### src/rtl/core/kpt_pkg.sv
package kpt_pkg;

	// Fixed field widths
	localparam int ID_W  = 32;
	localparam int VAL_W = 32;
	localparam int CNT_W = 7;

	// Defaults for the top-level parameters
	localparam int DEF_CAPACITY   = 64;
	localparam int DEF_DATA_WIDTH = 32;

	typedef enum logic [1:0] {
		OP_ADD    = 2'd0,
		OP_REMOVE = 2'd1,
		OP_LOOKUP = 2'd2,
		OP_CLEAR  = 2'd3
	} kpt_op_t;

	typedef enum logic [1:0] {
		ST_OK   = 2'd0,
		ST_FULL = 2'd1,
		ST_MISS = 2'd2
	} kpt_status_t;

	typedef enum logic [2:0] {
		S_IDLE,
		S_EXEC,
		S_SCAN,
		S_FIX,
		S_DONE
	} kpt_state_t;

	// Control from the sequencer to the row of cells
	typedef struct packed {
		logic            shift;
		logic            load;
		logic [ID_W-1:0] load_id;
	} kpt_ring_t;

endpackage

### src/rtl/core/kpt_cell.sv
module kpt_cell
	import kpt_pkg::*;
#(
	parameter int DATA_WIDTH = DEF_DATA_WIDTH
) (
	input  logic                  clk,
	input  logic                  shift,
	input  logic                  load,
	input  logic [ID_W-1:0]       load_id,
	input  logic [DATA_WIDTH-1:0] load_data,
	input  logic [ID_W-1:0]       nb_id,
	input  logic [DATA_WIDTH-1:0] nb_data,
	output logic [ID_W-1:0]       id,
	output logic [DATA_WIDTH-1:0] data
);

	logic [ID_W-1:0]       id_q;
	logic [DATA_WIDTH-1:0] data_q;

	// One table slot: direct write wins, otherwise take the neighbor's entry
	always_ff @(posedge clk) begin
		if (load) begin
			id_q   <= load_id;
			data_q <= load_data;
		end else if (shift) begin
			id_q   <= nb_id;
			data_q <= nb_data;
		end
	end

	assign id   = id_q;
	assign data = data_q;

endmodule

### config.mk
export PLATFORM = sky130hd
export DESIGN_NAME = kpt_cell
export DESIGN_NICKNAME = d
export VERILOG_FILES = /design/src/rtl/core/kpt_pkg.sv /design/src/rtl/core/kpt_cell.sv
export SDC_FILE = /design/constraint.sdc
export NUM_CORES = 1
export LEC_CHECK = 0
export ABC_AREA = 0
export BUFFER_PORTS_ARGS = -buffer_cell sky130_fd_sc_hd__buf_2
export CORE_UTILIZATION = 38
export DETAILED_ROUTE_END_ITERATION = 16
export PLACE_DENSITY = 0.74
export SYNTH_ARGS = -nofsm -noshare
export SYNTH_HDL_FRONTEND = slang
export SYNTH_SLANG_ARGS = --single-unit
export TNS_END_PERCENT = 50
### constraint.sdc
create_clock -name clk -period 2.1 [get_ports clk]
set_input_delay 0.105 -clock clk [delete_from_list [all_inputs] [get_ports clk]]
set_output_delay 0.105 -clock clk [all_outputs]
set_load 0.005 [all_outputs]
==> results.json <==
{
  "die-area_um2": 8000,
  "fmax_mhz": 978.8,
  "htree_levels": 3,
  "crit_required_ns": 2.05,
  "synth_nets": 267,
  "cts_root_buffer": "clkbuf_8",
  "vias": 1911,
  "status": "finished clean",
  "synth_area_per_cell_um2": 21.36,
  "crit_fanout": 63,
  "gr-usage-all-layers_pct": 13.96,
  "clock_path_buffers": 2,
  "drive_gt1_share_pct": 80.65,
  "post-cts-setup-buffers": 0,
  "antenna_found_initial": 0,
  "fin_crit_sh_pct": 48.65,
  "vias_per_cell": 4.343,
  "critical_path_class": "in -> reg",
  "rows": 31,
  "area_delta_synth_final_pct": 42.72,
  "crit_family": "buffers and inverters",
  "finalMaxSlewViolations": 0,
  "ys_top_cells_by_count": "edfxtp_1 (64), mux2_4 (49), mux2_2 (15)",
  "cts_tree": "built",
  "max_cap_violations": 0,
  "place_inst": 424,
  "fin_crit_ns": 1.022,
  "max_stage_delay_ns": 0.59,
  "wl_per_cell_um": 13.42,
  "synth_warnings": 0,
  "crit_top_cell": "buf_4",
  "numCtsBuffers": 9,
  "io_buffers": 194,
  "synth_top_cell_area_share_pct": 66.15,
  "n_fill_cell": 591,
  "place_congestion": 0.6979,
  "fin_nets": 467,
  "postPlaceCellArea_um2": 3958,
  "drt_iter0_drc": 57,
  "synth_edf_count": 64,
  "synth-seq-cells": 64,
  "tightest_slew_ns": 0.7793,
  "async_reset_ff_share_pct": 0,
  "hold_viol": 0,
  "diodes": 0,
  "finalSetupViolCount": 0,
  "routed_wl_mm": 5.906,
  "post_synth_inst_count": 136,
  "drt.antenna.violating_nets": 0,
  "slew_headroom_pct": 48.05,
  "multi_input_area_um2": 910.9,
  "initial_core_util_pct": 39.63,
  "ys_types": 6,
  "seqCellArea_um2": 1922,
  "clock_sinks": 64,
  "syn_area_um2": 2905,
  "core-area_um2": 7331,
  "rsz0062_at_grt": "false",
  "cp-end-kind": "register",
  "synth_area_leader_cell": "edfxtp_1",
  "leakage_nw": 1.991,
  "cp_slowest_cell": "buf_4",
  "grt_remaining_overflow": 0,
  "grt_max_degree": 65,
  "path_clk_slew_ns": 0.07,
  "synth-main-ff-cell": "edfxtp_1",
  "grt_pass1_vias": 1795,
  "drt_pass1_iterations": 3,
  "yosysSeqAreaShare_pct": 66.15,
  "hpwlAfterDp_mm": 4.482,
  "peakVddDrop_v": 0.0003713,
  "crit_path_cell_trace": "buf_4, or2_2, buf_4",
  "crit_arrival_ns": 0.97,
  "cp_num_buf_inv": 2,
  "synthMostInstantiatedCell": "edfxtp_1",
  "power_density_nw_per_um2": 743.8,
  "die_w_um": 89.44,
  "finalNonFillerCells": 440,
  "synth_area_leaders": "edfxtp_1 (66%), mux2_4 (25%), mux2_2 (5.8%), buf_6 (2.3%), or2_1 (0.22%)",
  "start_kind": "input pin",
  "drc_errors": 0,
  "fin_area_um2": 4146,
  "cts_resized": 0,
  "cts-hold-fix-buffers": 0,
  "grt_pass1_wl_mm": 8.114,
  "hp-class": "in -> reg",
  "final.setup.tns_ns": 0,
  "ios": 195,
  "fp.dieH_um": 89.44
}
==> kinds of logic after synthesis <==
family / share of synthesized area [%]
buffers and inverters: 2.498
DFF: 66.15
muxes: 31.14
and+or+nand+nor: 0.2155
==> per-stage QoR <==
stage | hold WS [ns] | power, mW | util [%] | setup WS, ns
after floorplan | 0.3225 | 1.852 | - | 0.4535
after global placement | 0.4007 | 2.112 | 53.99 | 0.7834
after detailed placement | 0.4066 | 2.126 | 53.99 | 0.7406
after CTS | 0.05147 | 3.126 | 56.56 | 1.097
after global routing | 0.05886 | 3.221 | 56.56 | 1.017
final | 0.07067 | 3.084 | 56.56 | 1.078
==> final timing paths <==
check,from,to,slack [ns],cells past startpoint
setup / recovery,load,data[7],1.08,3
hold / removal,load_data[11],data[11],0.07,2
==> final cells by class <==
cell class	count	share of cell area (%)
clock inverter	5	1.388
multi-input combinational	65	21.97
sequential	64	46.35
timing repair buffer	196	24.14
clock buffer	11	3.168
tap	99	2.987
==> sequential cells by signal, summed over array words and instances (netlist names) <==
| register | count |
|---|---|
| data | 32 |
| id | 32 |
==> cells in the final DEF, fill, tap and decap left out <==
cell / Yosys / layout
clkinv_2: 0 / 2
buf_12: 0 / 1
clkbuf_1: 0 / 2
clkbuf_8: 0 / 9
edfxtp_1: 64 / 64
buf_2: 1 / 193
mux2_2: 15 / 15
mux2_4: 49 / 49
clkinv_4: 0 / 2
bufinv_16: 0 / 1
buf_4: 0 / 2
or2_2: 0 / 1
==> routing by layer <==
metal / GRT usage (%) / share of wire [%] / vias up
met3: 3.786 / 7.7 / 9
met4: 6.926 / 1.5 / 0
met2: 25.33 / 55 / 99
met5: 0 / 0 / -
li1: - / - / 934
met1: 14.94 / 36 / 869
==> power breakdown <==
| group | switching, mW | internal [mW] | total (mW) |
|---|---|---|---|
| clock | 0.446 | 0.549 | 0.994 |
| sequential | 0.0329 | 1.57 | 1.60 |
| combinational | 0.182 | 0.306 | 0.488 |
Note: power is estimated with default switching activity, not from simulation.
